[config.mk]
export PLATFORM = sky130hd
export DESIGN_NAME = sensor_node_table_update
export DESIGN_NICKNAME = d
export VERILOG_FILES = /design/src/snu_pkg.sv /design/src/snu_ram.sv /design/src/snu_cmp.sv /design/src/sensor_node_table_update.sv
export SDC_FILE = /design/constraint.sdc
export NUM_CORES = 2
export LEC_CHECK = 0
export BUFFER_PORTS_ARGS = -buffer_cell sky130_fd_sc_hd__buf_2
export CAP_MARGIN = 20
export CORE_UTILIZATION = 45
export CTS_BUF_LIST = sky130_fd_sc_hd__clkbuf_8
export DETAILED_ROUTE_END_ITERATION = 6
export HOLD_SLACK_MARGIN = 0.15
export SLEW_MARGIN = 10
export SYNTH_ARGS = -nofsm -noshare
export SYNTH_HDL_FRONTEND = slang
export SYNTH_SLANG_ARGS = --single-unit
[constraint.sdc]
create_clock -name clk -period 18 [get_ports clk]
set_clock_uncertainty 0.15 [all_clocks]
set_input_delay 2.7 -clock clk [delete_from_list [all_inputs] [get_ports clk]]
set_output_delay 2.7 -clock clk [all_outputs]
set_load 0.01 [all_outputs]
[src/snu_pkg.sv]
package snu_pkg;

    localparam logic [31:0] LOG_INTERVAL_RESET = 32'd300000;
    localparam logic [7:0]  MOTION_ON          = 8'd1;
    localparam logic [30:0] FLOAT_ZERO_MAG     = 31'd0;

    // configuration port
    localparam int   PADDR_W          = 3;
    localparam logic REG_LOG_INTERVAL = 1'b0;

    // shared compare unit
    localparam int CMP_W = 48;

    typedef struct packed {
        logic eq;
        logic lt;
    } cmp_res_t;

    // input transaction payload, lowest field in the lowest bits
    typedef struct packed {
        logic [31:0]        now_ms;
        logic signed [7:0]  signal_dbm;
        logic [31:0]        reported_triggers;
        logic [31:0]        sender_uptime_ms;
        logic [31:0]        reported_motion_ms;
        logic [31:0]        gas_bits;
        logic [31:0]        pressure_bits;
        logic [31:0]        humidity_bits;
        logic [31:0]        temperature_bits;
        logic [7:0]         motion;
        logic [47:0]        src_mac;
    } in_data_t;

    localparam int IN_W = $bits(in_data_t);

    // result transaction payload
    typedef struct packed {
        logic [2:0]  spare;
        logic [4:0]  node_total;
        logic        env_absent;
        logic        log_request;
        logic [31:0] motion_uptime_ms;
        logic [31:0] trigger_total;
        logic        evicted;
        logic        was_new;
        logic [3:0]  node_slot;
    } result_t;

    localparam int OUT_W = $bits(result_t);

    // the part of a report kept while it is being processed
    typedef struct packed {
        logic [47:0]       src_mac;
        logic [7:0]        motion;
        logic [31:0]       reported_motion_ms;
        logic [31:0]       sender_uptime_ms;
        logic [31:0]       reported_triggers;
        logic              has_triggers;
        logic signed [7:0] signal_dbm;
        logic [31:0]       now_ms;
        logic              env_absent;
    } item_t;

    // one node table entry
    typedef struct packed {
        logic [47:0]       mac;
        logic [31:0]       seen_ms;
        logic [31:0]       triggers;
        logic [7:0]        motion;
        logic [31:0]       motion_uptime;
        logic signed [7:0] rssi;
        logic [31:0]       env_logged_ms;
    } entry_t;

    localparam int ENTRY_W = $bits(entry_t);

    typedef enum logic [6:0] {
        S_IDLE  = 7'b0000001,
        S_MREAD = 7'b0000010,
        S_MCHK  = 7'b0000100,
        S_MISS  = 7'b0001000,
        S_LREAD = 7'b0010000,
        S_LCHK  = 7'b0100000,
        S_CALC  = 7'b1000000
    } state_t;

endpackage

[src/snu_ram.sv]
module snu_ram #(
    parameter int WIDTH = 8,
    parameter int DEPTH = 16
) (
    input  logic                     clk,
    input  logic                     we,
    input  logic [$clog2(DEPTH)-1:0] waddr,
    input  logic [WIDTH-1:0]         wdata,
    input  logic [$clog2(DEPTH)-1:0] raddr,
    output logic [WIDTH-1:0]         rdata
);

    logic [WIDTH-1:0] mem [DEPTH];

    always_ff @(posedge clk)
    begin
        if (we)
        begin
            mem[waddr] <= wdata;
        end
        rdata <= mem[raddr];
    end

endmodule

[src/snu_cmp.sv]
module snu_cmp (
    input  logic [snu_pkg::CMP_W-1:0] a,
    input  logic [snu_pkg::CMP_W-1:0] b,
    output snu_pkg::cmp_res_t         res
);

    import snu_pkg::*;

    logic [CMP_W:0] diff;

    // one subtractor gives both equality and unsigned less-than (borrow)
    assign diff   = {1'b0, a} - {1'b0, b};
    assign res.lt = diff[CMP_W];
    assign res.eq = (diff[CMP_W-1:0] == '0);

endmodule

[src/sensor_node_table_update.sv]
// Sensor node table update.
// Input channel s_axis_*: one transaction is one received sensor report.
// Output channel m_axis_*: one result transaction per report (slot used,
// new/evicted flags, trigger count, motion uptime, log request, node count).
// APB port: register 0 (byte address 0) is log_interval_ms, reset 300000.
// Timing: the table sits in one RAM with a registered read, and each entry
// visit has two steps (address, then compare in the shared 48-bit
// subtract/compare unit). A hit ends the match scan at its slot; a miss scans
// every occupied entry, and with a full table a least-recent scan follows.
// One report at a time: s_axis_tready is high only while the sequencer idles,
// and it rises together with m_axis_tvalid when a result is finished.
// A finished result waits in the output register while the next report is
// taken; a result held up by a stalled receiver waits in the final step.
// Reset empties the table (count to zero), restores the interval and drops
// any pending result; entry contents need no clearing.
module sensor_node_table_update #(
    parameter int NODE_SLOTS = 16
) (
    input  logic                        clk,
    input  logic                        rst_n,
    // src_mac, motion, temperature_bits, humidity_bits, pressure_bits,
    // gas_bits, reported_motion_ms, sender_uptime_ms, reported_triggers,
    // signal_dbm, now_ms
    input  logic [snu_pkg::IN_W-1:0]    s_axis_tdata,
    // has_triggers
    input  logic [0:0]                  s_axis_tuser,
    input  logic                        s_axis_tvalid,
    output logic                        s_axis_tready,
    // node_slot, was_new, evicted, trigger_total, motion_uptime_ms,
    // log_request, env_absent, node_total, three zero pad bits
    output logic [snu_pkg::OUT_W-1:0]   m_axis_tdata,
    output logic                        m_axis_tvalid,
    input  logic                        m_axis_tready,
    input  logic                        psel,
    input  logic                        penable,
    input  logic                        pwrite,
    input  logic [snu_pkg::PADDR_W-1:0] paddr,
    input  logic [31:0]                 pwdata,
    output logic [31:0]                 prdata,
    output logic                        pready
);

    import snu_pkg::*;

    localparam int SW = $clog2(NODE_SLOTS);
    localparam int CW = $clog2(NODE_SLOTS + 1);

    // control state
    state_t          state_reg,     state_next;
    logic [CW-1:0]   count_reg,     count_next;
    logic [31:0]     interval_reg,  interval_next;
    logic            out_valid_reg, out_valid_next;

    // working payload
    logic [CW-1:0]   k_reg,         k_next;
    logic [SW-1:0]   slot_reg,      slot_next;
    logic [31:0]     best_seen_reg, best_seen_next;
    logic            was_new_reg,   was_new_next;
    logic            evicted_reg,   evicted_next;
    item_t           item_reg,      item_next;
    entry_t          cur_reg,       cur_next;
    result_t         out_reg,       out_next;

    in_data_t        in_data;
    entry_t          rd_entry;
    entry_t          wr_entry;
    logic            ram_we;
    logic [CMP_W-1:0] cmp_a;
    logic [CMP_W-1:0] cmp_b;
    cmp_res_t        cmp_res;
    logic [CW-1:0]   k_inc;
    logic            k_more;

    // update arithmetic
    logic            motion_on;
    logic [31:0]     mu_new;
    logic [31:0]     trig_new;
    logic [31:0]     elapsed;
    logic            log_req;
    logic [CW-1:0]   count_upd;
    logic [CW+4:0]   total_ext;
    logic [SW+3:0]   slot_ext;

    assign in_data = in_data_t'(s_axis_tdata);

    snu_ram #(
        .WIDTH (ENTRY_W),
        .DEPTH (NODE_SLOTS)
    ) u_table (
        .clk   (clk),
        .we    (ram_we),
        .waddr (slot_reg),
        .wdata (wr_entry),
        .raddr (k_reg[SW-1:0]),
        .rdata (rd_entry)
    );

    // match scan compares MACs; least-recent scan compares last-seen times
    assign cmp_a = (state_reg == S_LCHK) ? {16'd0, rd_entry.seen_ms} : rd_entry.mac;
    assign cmp_b = (state_reg == S_LCHK) ? {16'd0, best_seen_reg} : item_reg.src_mac;

    snu_cmp u_cmp (
        .a   (cmp_a),
        .b   (cmp_b),
        .res (cmp_res)
    );

    assign k_inc  = k_reg + CW'(1);
    assign k_more = (k_inc < count_reg);

    // new entry contents from the entry as found (or freshly started)
    always_comb
    begin
        motion_on = (item_reg.motion == MOTION_ON);

        if (item_reg.reported_motion_ms != 32'd0)
        begin
            mu_new = item_reg.reported_motion_ms;
        end
        else if (motion_on)
        begin
            mu_new = item_reg.sender_uptime_ms;
        end
        else
        begin
            mu_new = cur_reg.motion_uptime;
        end

        if (item_reg.has_triggers)
        begin
            trig_new = item_reg.reported_triggers;
        end
        else if (motion_on && (cur_reg.motion == 8'd0))
        begin
            trig_new = cur_reg.triggers + 32'd1;
        end
        else
        begin
            trig_new = cur_reg.triggers;
        end

        // wrapping difference against the last environment log time
        elapsed = item_reg.now_ms - cur_reg.env_logged_ms;
        log_req = motion_on ||
                  (!item_reg.env_absent &&
                   ((cur_reg.env_logged_ms == 32'd0) || (elapsed >= interval_reg)));

        wr_entry.mac           = item_reg.src_mac;
        wr_entry.seen_ms       = item_reg.now_ms;
        wr_entry.triggers      = trig_new;
        wr_entry.motion        = item_reg.motion;
        wr_entry.motion_uptime = mu_new;
        wr_entry.rssi          = item_reg.signal_dbm;
        wr_entry.env_logged_ms = (log_req && !item_reg.env_absent) ?
                                 item_reg.now_ms : cur_reg.env_logged_ms;

        count_upd = (was_new_reg && !evicted_reg) ? count_reg + CW'(1) : count_reg;
        total_ext = {5'd0, count_upd};
        slot_ext  = {4'd0, slot_reg};
    end

    // sequencer
    always_comb
    begin
        state_next     = state_reg;
        count_next     = count_reg;
        interval_next  = interval_reg;
        out_valid_next = out_valid_reg;
        k_next         = k_reg;
        slot_next      = slot_reg;
        best_seen_next = best_seen_reg;
        was_new_next   = was_new_reg;
        evicted_next   = evicted_reg;
        item_next      = item_reg;
        cur_next       = cur_reg;
        out_next       = out_reg;
        ram_we         = 1'b0;

        // register write, to be done only while idle; the block itself does not enforce it
        if (psel && penable && pwrite && (paddr[2] == REG_LOG_INTERVAL))
        begin
            interval_next = pwdata;
        end

        // drop the result once the receiver has taken it
        if (out_valid_reg && m_axis_tready)
        begin
            out_valid_next = 1'b0;
        end

        unique case (state_reg)
            S_IDLE:
            begin
                if (s_axis_tvalid)
                begin
                    item_next.src_mac            = in_data.src_mac;
                    item_next.motion             = in_data.motion;
                    item_next.reported_motion_ms = in_data.reported_motion_ms;
                    item_next.sender_uptime_ms   = in_data.sender_uptime_ms;
                    item_next.reported_triggers  = in_data.reported_triggers;
                    item_next.has_triggers       = s_axis_tuser[0];
                    item_next.signal_dbm         = in_data.signal_dbm;
                    item_next.now_ms             = in_data.now_ms;
                    // plus and minus zero both count as no reading
                    item_next.env_absent =
                        (in_data.temperature_bits[30:0] == FLOAT_ZERO_MAG) &&
                        (in_data.humidity_bits[30:0]    == FLOAT_ZERO_MAG) &&
                        (in_data.pressure_bits[30:0]    == FLOAT_ZERO_MAG) &&
                        (in_data.gas_bits[30:0]         == FLOAT_ZERO_MAG);
                    k_next       = '0;
                    was_new_next = 1'b0;
                    evicted_next = 1'b0;
                    state_next   = (count_reg == '0) ? S_MISS : S_MREAD;
                end
            end

            S_MREAD:
            begin
                state_next = S_MCHK;
            end

            S_MCHK:
            begin
                if (cmp_res.eq)
                begin
                    slot_next  = k_reg[SW-1:0];
                    cur_next   = rd_entry;
                    state_next = S_CALC;
                end
                else if (k_more)
                begin
                    k_next     = k_inc;
                    state_next = S_MREAD;
                end
                else
                begin
                    state_next = S_MISS;
                end
            end

            S_MISS:
            begin
                was_new_next           = 1'b1;
                cur_next               = '0;
                cur_next.triggers      = item_reg.has_triggers ?
                                         item_reg.reported_triggers : 32'd0;
                if (count_reg < CW'(NODE_SLOTS))
                begin
                    slot_next  = count_reg[SW-1:0];
                    state_next = S_CALC;
                end
                else
                begin
                    evicted_next = 1'b1;
                    k_next       = '0;
                    state_next   = S_LREAD;
                end
            end

            S_LREAD:
            begin
                state_next = S_LCHK;
            end

            S_LCHK:
            begin
                // strict less-than keeps the lowest index on ties
                if ((k_reg == '0) || cmp_res.lt)
                begin
                    slot_next      = k_reg[SW-1:0];
                    best_seen_next = rd_entry.seen_ms;
                end
                if (k_more)
                begin
                    k_next     = k_inc;
                    state_next = S_LREAD;
                end
                else
                begin
                    state_next = S_CALC;
                end
            end

            S_CALC:
            begin
                // hold here until the output register is free
                if (!out_valid_reg || m_axis_tready)
                begin
                    ram_we                    = 1'b1;
                    count_next                = count_upd;
                    out_next.spare            = '0;
                    out_next.node_total       = total_ext[4:0];
                    out_next.env_absent       = item_reg.env_absent;
                    out_next.log_request      = log_req;
                    out_next.motion_uptime_ms = mu_new;
                    out_next.trigger_total    = trig_new;
                    out_next.evicted          = evicted_reg;
                    out_next.was_new          = was_new_reg;
                    out_next.node_slot        = slot_ext[3:0];
                    out_valid_next            = 1'b1;
                    state_next                = S_IDLE;
                end
            end

            default:
            begin
                state_next = S_IDLE;
            end
        endcase
    end

    always_ff @(posedge clk or negedge rst_n)
    begin
        if (!rst_n)
        begin
            state_reg     <= S_IDLE;
            count_reg     <= '0;
            interval_reg  <= LOG_INTERVAL_RESET;
            out_valid_reg <= 1'b0;
        end
        else
        begin
            state_reg     <= state_next;
            count_reg     <= count_next;
            interval_reg  <= interval_next;
            out_valid_reg <= out_valid_next;
        end
    end

    always_ff @(posedge clk)
    begin
        k_reg         <= k_next;
        slot_reg      <= slot_next;
        best_seen_reg <= best_seen_next;
        was_new_reg   <= was_new_next;
        evicted_reg   <= evicted_next;
        item_reg      <= item_next;
        cur_reg       <= cur_next;
        out_reg       <= out_next;
    end

    assign s_axis_tready = (state_reg == S_IDLE);
    assign m_axis_tvalid = out_valid_reg;
    assign m_axis_tdata  = out_reg;
    assign pready        = 1'b1;
    assign prdata        = (paddr[2] == REG_LOG_INTERVAL) ? interval_reg : 32'd0;

endmodule

# [Word level (Yosys, flattened, before mapping)]
# Memory sizes are Yosys's and may differ from the RTL's. A register that Yosys moved wholly into a read port is not among the register bits.
# Index checks and enable logic that the tools add are counted.
[word_totals] out_inout_bits=115 ram_bits=3072 word_cells=136 regBits=463 input_bits=363 n_memories=1
[op_classes] muxes=40 magnitude_cmp=3 bitwise_logic=1 reduce_logical=41 n_eq_ne=15 n_addsub=5
[mem_list] name="u_table.mem" depth=16 word_bits=192 rd=1 rd_clocked_by_memory_dff=1 write_ports=1 line_no="snu_ram.sv:13" rtl="logic [WIDTH-1:0] mem [DEPTH];"
[op_table] cell="32-bit two-way mux" count=7
[op_table] cell="112-bit one-hot mux with 2 select lines" count=1
[op_table] cell="31-bit logical NOT" count=4
[op_table] cell="112-bit two-way mux" count=1
[op_table] cell="48-bit two-way mux" count=2
[op_table] cell="7-bit one-hot mux with 7 select lines" count=1
[op_table] cell="48-bit by 48-bit subtractor with 49-bit output" count=1
[op_table] cell="48-bit logical NOT" count=1
[op_table] cell="7-bit two-way mux" count=5
[op_table] cell="32-bit by 1-bit adder with 32-bit output (second input constant)" count=1
[op_table] cell="32-bit >= comparator" count=1
[op_table] cell="32-bit logical NOT" count=1
[op_table] cell="32-bit nonzero test" count=1
[op_table] cell="32-bit subtractor" count=1
[op_table] cell="5-bit two-way mux" count=5
[op_table] cell="4-bit two-way mux" count=5
[op_table] cell="5-bit one-hot mux with 4 select lines" count=1
[op_table] cell="2-bit inequality test (second input constant)" count=6
[op_table] cell="4-bit one-hot mux with 3 select lines" count=1
[op_table] cell="2-bit AND reduction" count=6
[op_table] cell="1-bit logical AND" count=11
[op_table] cell="5-bit by 1-bit adder with 5-bit output (second input constant)" count=2
[op_table] cell="5-bit logical NOT" count=2
[op_table] cell="1-bit two-way mux" count=9
[op_table] cell="other kinds (21)" count=29

# [Logic depth before layout (Yosys ltp)]
[depth] depth_word=7 mapped_depth=28 mapped_depth_nobuf=26

# [By module]
# Synthesis repeated with hierarchy kept, for this count alone.
[unflattened] cells_unflattened=7228 area_unflattened_um2=144104.5
[by_module_without_submodules] module="snu_ram" instances=1 area_each_um2=118802.7 cells_per_inst=5024 seq_area_each_um2=96092.2
[by_module_without_submodules] module="sensor_node_table_update" instances=1 area_each_um2=21778.4 cells_per_inst=1666 seq_area_each_um2=13689.4
[by_module_without_submodules] module="snu_cmp" instances=1 area_each_um2=3523.4 cells_per_inst=538 seq_area_each_um2=0.0

# [Least setup slack after synthesis]
# Ideal clock, no wire load.
[synth_timing] path_kind="input to register" from="input port m_axis_tready" to="memory u_table.mem[3][0] (netlist bit), enable pin" path_stages=5 t_required_ns=16.898 path_buffers=1 setup_time_ns=0.952 setup_slack_ns=-1.311 t_arrival_ns=18.209 path_cell_list="nand2b_1 nor2b_1 clkbuf_1 nand3_1 nor3_1"
[synth_via] elab_chain_len=5
[synth_rtl] item="from (decl)" line_no="sensor_node_table_update.sv:33" rtl="input logic m_axis_tready,"
[synth_rtl] item="1-bit logical OR" line_no="sensor_node_table_update.sv:287" rtl="if (!out_valid_reg || m_axis_tready)"
[synth_rtl] item="1-bit two-way mux" line_no="sensor_node_table_update.sv:287"
[synth_rtl] item="1-bit two-way mux" line_no="sensor_node_table_update.sv:191" rtl="unique case (state_reg)"
[synth_rtl] item="net ram_we" line_no="sensor_node_table_update.sv:67" rtl="logic ram_we;"
[synth_rtl] item="1-bit two-way mux" line_no="snu_ram.sv:17" rtl="if (we)"
[synth_rtl] item="1-bit two-way mux (implied by the code)" line_no="snu_ram.sv:19" rtl="mem[waddr] <= wdata;"
[synth_rtl] item="to (decl)" line_no="snu_ram.sv:13"
# The timed path passes the listed nets, and every way through them passes these cells.

# [Final worst setup path]
[layout_timing] from="register state_reg[0]" to="register cur_reg[14] (netlist bit), enable pin"
[layout_via] elab_chain_len=6 elab_cells_between_ends=10 classes_between="add/sub (1); eq/ne (4); mux (2); reduce/logical (3)"
[layout_rtl] item="from (decl)" line_no="sensor_node_table_update.sv:49" rtl="state_t state_reg, state_next;"
[layout_rtl] item="from (signal assigned)" line_no="sensor_node_table_update.sv:323" rtl="state_reg <= state_next;"
[layout_rtl] item="7-bit by 6-bit == test with 1-bit output" line_no="sensor_node_table_update.sv:99, sensor_node_table_update.sv:100"
[layout_rtl] item="48-bit two-way mux, on equally long branches" line_no="sensor_node_table_update.sv:99, sensor_node_table_update.sv:100"
[layout_rtl] item="48-bit by 48-bit subtractor with 49-bit output" line_no="snu_cmp.sv:12" rtl="assign diff = {1'b0, a} - {1'b0, b};"
[layout_rtl] item="48-bit logical NOT" line_no="snu_cmp.sv:14" rtl="assign res.eq = (diff[CMP_W-1:0] == '0);"
[layout_rtl] item="2-bit inequality test (no source line)"
[layout_rtl] item="2-bit AND reduction (no source line) *"
[layout_rtl] item="to (signal assigned)" line_no="sensor_node_table_update.sv:338" rtl="cur_reg <= cur_next;"
[layout_rtl] item="to (decl)" line_no="sensor_node_table_update.sv:61" rtl="entry_t cur_reg, cur_next;"
# Every way passes the cells marked *; elsewhere a longest branch is shown, timed or not.
# A chain may end at the register's enable or synchronous reset.

==> flow_summary.toml <==
[critical_path]
start_kind = "flop"
r2r-end = "cur_reg[14]"
setup.worst_path.class = "reg2reg"
path_common_cell = "buf_4"
critPathMaxStageDelay_ns = 0.98
path_max_fanout = 50
path_cells = "nor2_1 > nand4b_1 > buf_4 > buf_4 > mux2i_1 > ha_1 > and4_1 > o2bb2ai_1 > a2111oi_2 > nor3_2 > o21ai_1 > a2111oi_1 > o21ai_0 > xnor2_1 > a2111o_1 > or4_1 > or4_4 > nand2_4 > buf_4 > buf_4"
critPathSlowestCell = "a2111oi_1"
required_ns = 18.57
timing.rr.start = "state_reg[0]"
endpoint_kind = "flop"
reg2reg_setup_slack_ns = 8.77
critPathArrivalTime_ns = 9.80
reg2regPathDepth = 20

[synthesis]
synth-edff-count = 3354
synthesis.area_sq_um = 138000
synth_seq_cells = 3583
yosysWarnings = 0
ys.flop_type = "edfxtp_1"
syn_avg_cell_area_sq_um = 21.6
synth.distinct_cells = 82
yosysSeqAreaShare_pct = 76.6
synthArstFlopShare_pct = 1.26
syn-instance-count = 6367

[route]
drtPass1Iterations = 6
wire_per_inst_um = 28.9
postRouteAntennaNets = 0
via_per_inst = 5.71
remaining_drc_errors = 0
postRouteWirelength_mm = 343
vias = 67900
drt_iter0_markers = 6103

[clock_network]
cts_made_buffers = 584
clk_latency_ns = 1.16
cts_post_setup_buffers_inserted = 0
clock_sinks = 3583
cts-resized-gates = 0
clock-root-buffer = "clkbuf_8"
cts_tree = "done"
postCtsHoldBufs = 0
clock_path_buffers = 4
cts_max_level = 6
clk_pin_slew_ns = 0.06

[timing]
fin_crit_sh_pct = 51.3
period_needed_ns = 9.23
rsz0062_at_grt = "false"
max_freq_ghz = 0.108
slew_viol_final = 0
hold_viol = 0
slew-limit-headroom_pct = 26.1
worst_pin_slew_ns = 1.11
tns_ns = 0
finalSetupViolCount = 0

[power]
switchingPower_mw = 7.09
pwr-share-seq_pct = 45.2
finalPower_mw = 23.7
internal_power_mw = 16.6
cellLeakagePower_nw = 52.5
ir_drop_mv = 0.247
p_clk_share_pct = 28.2
switching_share_pct = 29.9
combPwrFrac_pct = 26.6
p_per_area_nw_per_um2 = 151

[global_routing]
grt_pass1_vias = 70800
grt_overflow_total = 0
grt_max_degree = 98
track_usage_pct = 22.2
antenna_found_initial = 29
grt_pass1_wl_mm = 494

[cells_and_area]
largest_register_ffs = 2944
final_cell_mix = "3354 x edfxtp_1, 920 x mux4_2, 641 x clkbuf_8"
nFillCells = 24000
drive_above_1_share_pct = 31.1
regArea_sq_um = 106000
final_nets = 7794
layout_commonest_cell = "edfxtp_1"
area_delta_synth_final_pct = 14.0
multi_input_area_sq_um = 31000

[hold_path]
min_path_type = "reg2reg"
min_path_cells = 0
hold_path.startpoint = "u_table.rdata[129]"
hold_end = "best_seen_reg[17]"

[floorplanning]
start_util_pct = 45.4
rows = 202
die-area_sq_um = 308000
die_w_um = 555
coreArea_sq_um = 304000
io_pins = 478
dieHeight_um = 555

[outcome]
status = "finished clean"

[place]
place_congestion = 0.916
dp_hpwl_mm = 179
portBuffers = 459

[run]
maxCapViolCount = 0
==> layer usage <==
metal  share of wire (%)  global-route usage [%]  wire, um  vias to the layer above
met2                  48                    36.0    166000                     2631
met3                 6.2                    3.31     21400                      511
met5             0.00029                       0         1                        -
li1                    -                       -         -                    28500
met4                 2.5                    6.26      8610                        2
met1                  43                    31.5    147000                    36300
==> power groups by stage <==
stage	combinational (mW)	sequential, mW	clock [mW]
2_1_floorplan	4.53	10.7	0
5_1_grt	6.79	10.7	7.19
6_report	6.29	10.7	6.68
3_3_place_gp	6.25	10.9	0
3_5_place_dp	6.32	10.9	0
4_1_cts	6.35	10.7	6.84
==> critical path: cells and delay by family (launching register included) <==
| family | cells | cell delay (ns) |
|---|---|---|
| AOI/OAI and AO/OA | 6 | 2.06 |
| DFF | 1 | 0.54 |
| buffers and inverters | 4 | 2.58 |
| adders and majority gates | 1 | 0.45 |
| xor gates and xnor gates | 1 | 0.18 |
| and+or+nand+nor | 7 | 2.47 |
| muxes | 1 | 0.16 |
==> how the worst max path moves through the flow <==
stage	from	end	slack (ns)	depth (start not counted)
3_5_place_dp	state_reg[0]	cur_reg[75]	8.85	20
4_1_cts	state_reg[0]	cur_reg[12]	8.74	20
5_1_grt	state_reg[0]	cur_reg[12]	8.32	20
3_3_place_gp	state_reg[0]	cur_reg[75]	8.95	20
2_1_floorplan	m_axis_tready	u_table.mem[6][0]	3.57	5
6_report	state_reg[0]	cur_reg[14]	8.77	20
==> cells in the mapped netlist (7+ instances only) <==
| library cell | instances | area, sq um |
|---|---|---|
| ha_1 | 120 | 1500 |
| buf_1 | 78 | 293 |
| nand2b_1 | 16 | 100 |
| mux4_2 | 920 | 20700 |
| inv_1 | 95 | 357 |
| mux2i_1 | 69 | 691 |
| o21ai_0 | 109 | 546 |
| or2_2 | 7 | 43.8 |
| and3_1 | 14 | 87.6 |
| mux2_2 | 64 | 721 |
| nand3_1 | 38 | 190 |
| nand4_1 | 29 | 181 |
| dfrtp_1 | 36 | 901 |
| a21oi_1 | 88 | 440 |
| nor2_1 | 115 | 432 |
| o211ai_1 | 8 | 60.1 |
| o2111ai_1 | 9 | 78.8 |
| xor2_1 | 41 | 359 |
| o21bai_1 | 42 | 315 |
| or3_1 | 9 | 56.3 |
| edfxtp_1 | 3354 | 101000 |
| clkbuf_1 | 197 | 739 |
| dfstp_2 | 9 | 236 |
| dfxtp_1 | 184 | 3680 |
| a31oi_1 | 9 | 56.3 |
| a21o_1 | 45 | 338 |
| nand2_1 | 270 | 1010 |
| and2_1 | 96 | 601 |
| nor2b_1 | 19 | 119 |
| o21a_1 | 17 | 128 |
| xnor2_1 | 52 | 455 |
| nor3_1 | 32 | 160 |
| nor4_1 | 53 | 332 |
==> cell families (layout without fill, tap and decap cells) <==
logic type	after synthesis	in the layout	share of synthesized area, %
AND/OR/NAND/NOR	736	736	2.65
XOR/XNOR	93	93	0.591
other	2	18	0.00545
flip-flops	3583	3583	76.6
multiplexers	1053	1053	16.1
buffers and inverters	377	1798	1.04
adder cells (fa/ha/maj)	121	121	1.10
AO/OA/AOI/OAI	402	402	1.91
==> cell type report <==
class / instances / area share, %
flip-flops and latches: 3583 / 67.2
repair buffers: 637 / 2.52
clock inverters: 425 / 1.45
clock buffers: 641 / 5.62
multi-input cells: 2409 / 19.7
diodes: 14 / 0.0223
inverters: 95 / 0.232
well taps: 4080 / 3.25
==> through the flow <==
stage | util (%) | hold WS [ns] | cell area, sq um | cells | worst slack [ns]
6_report | 51.7 | 0.296 | 157000 | 11900 | 8.77
5_1_grt | 51.7 | 0.309 | 157000 | 11900 | 8.32
4_1_cts | 51.7 | 0.299 | 157000 | 11900 | 8.74
3_5_place_dp | 48.0 | 0.281 | 146000 | 10800 | 8.85
3_3_place_gp | 48.0 | 0.273 | 146000 | 10800 | 8.95
2_1_floorplan | - | 0.258 | 138000 | 6369 | 3.57
Power figures use the tool's default switching activity.
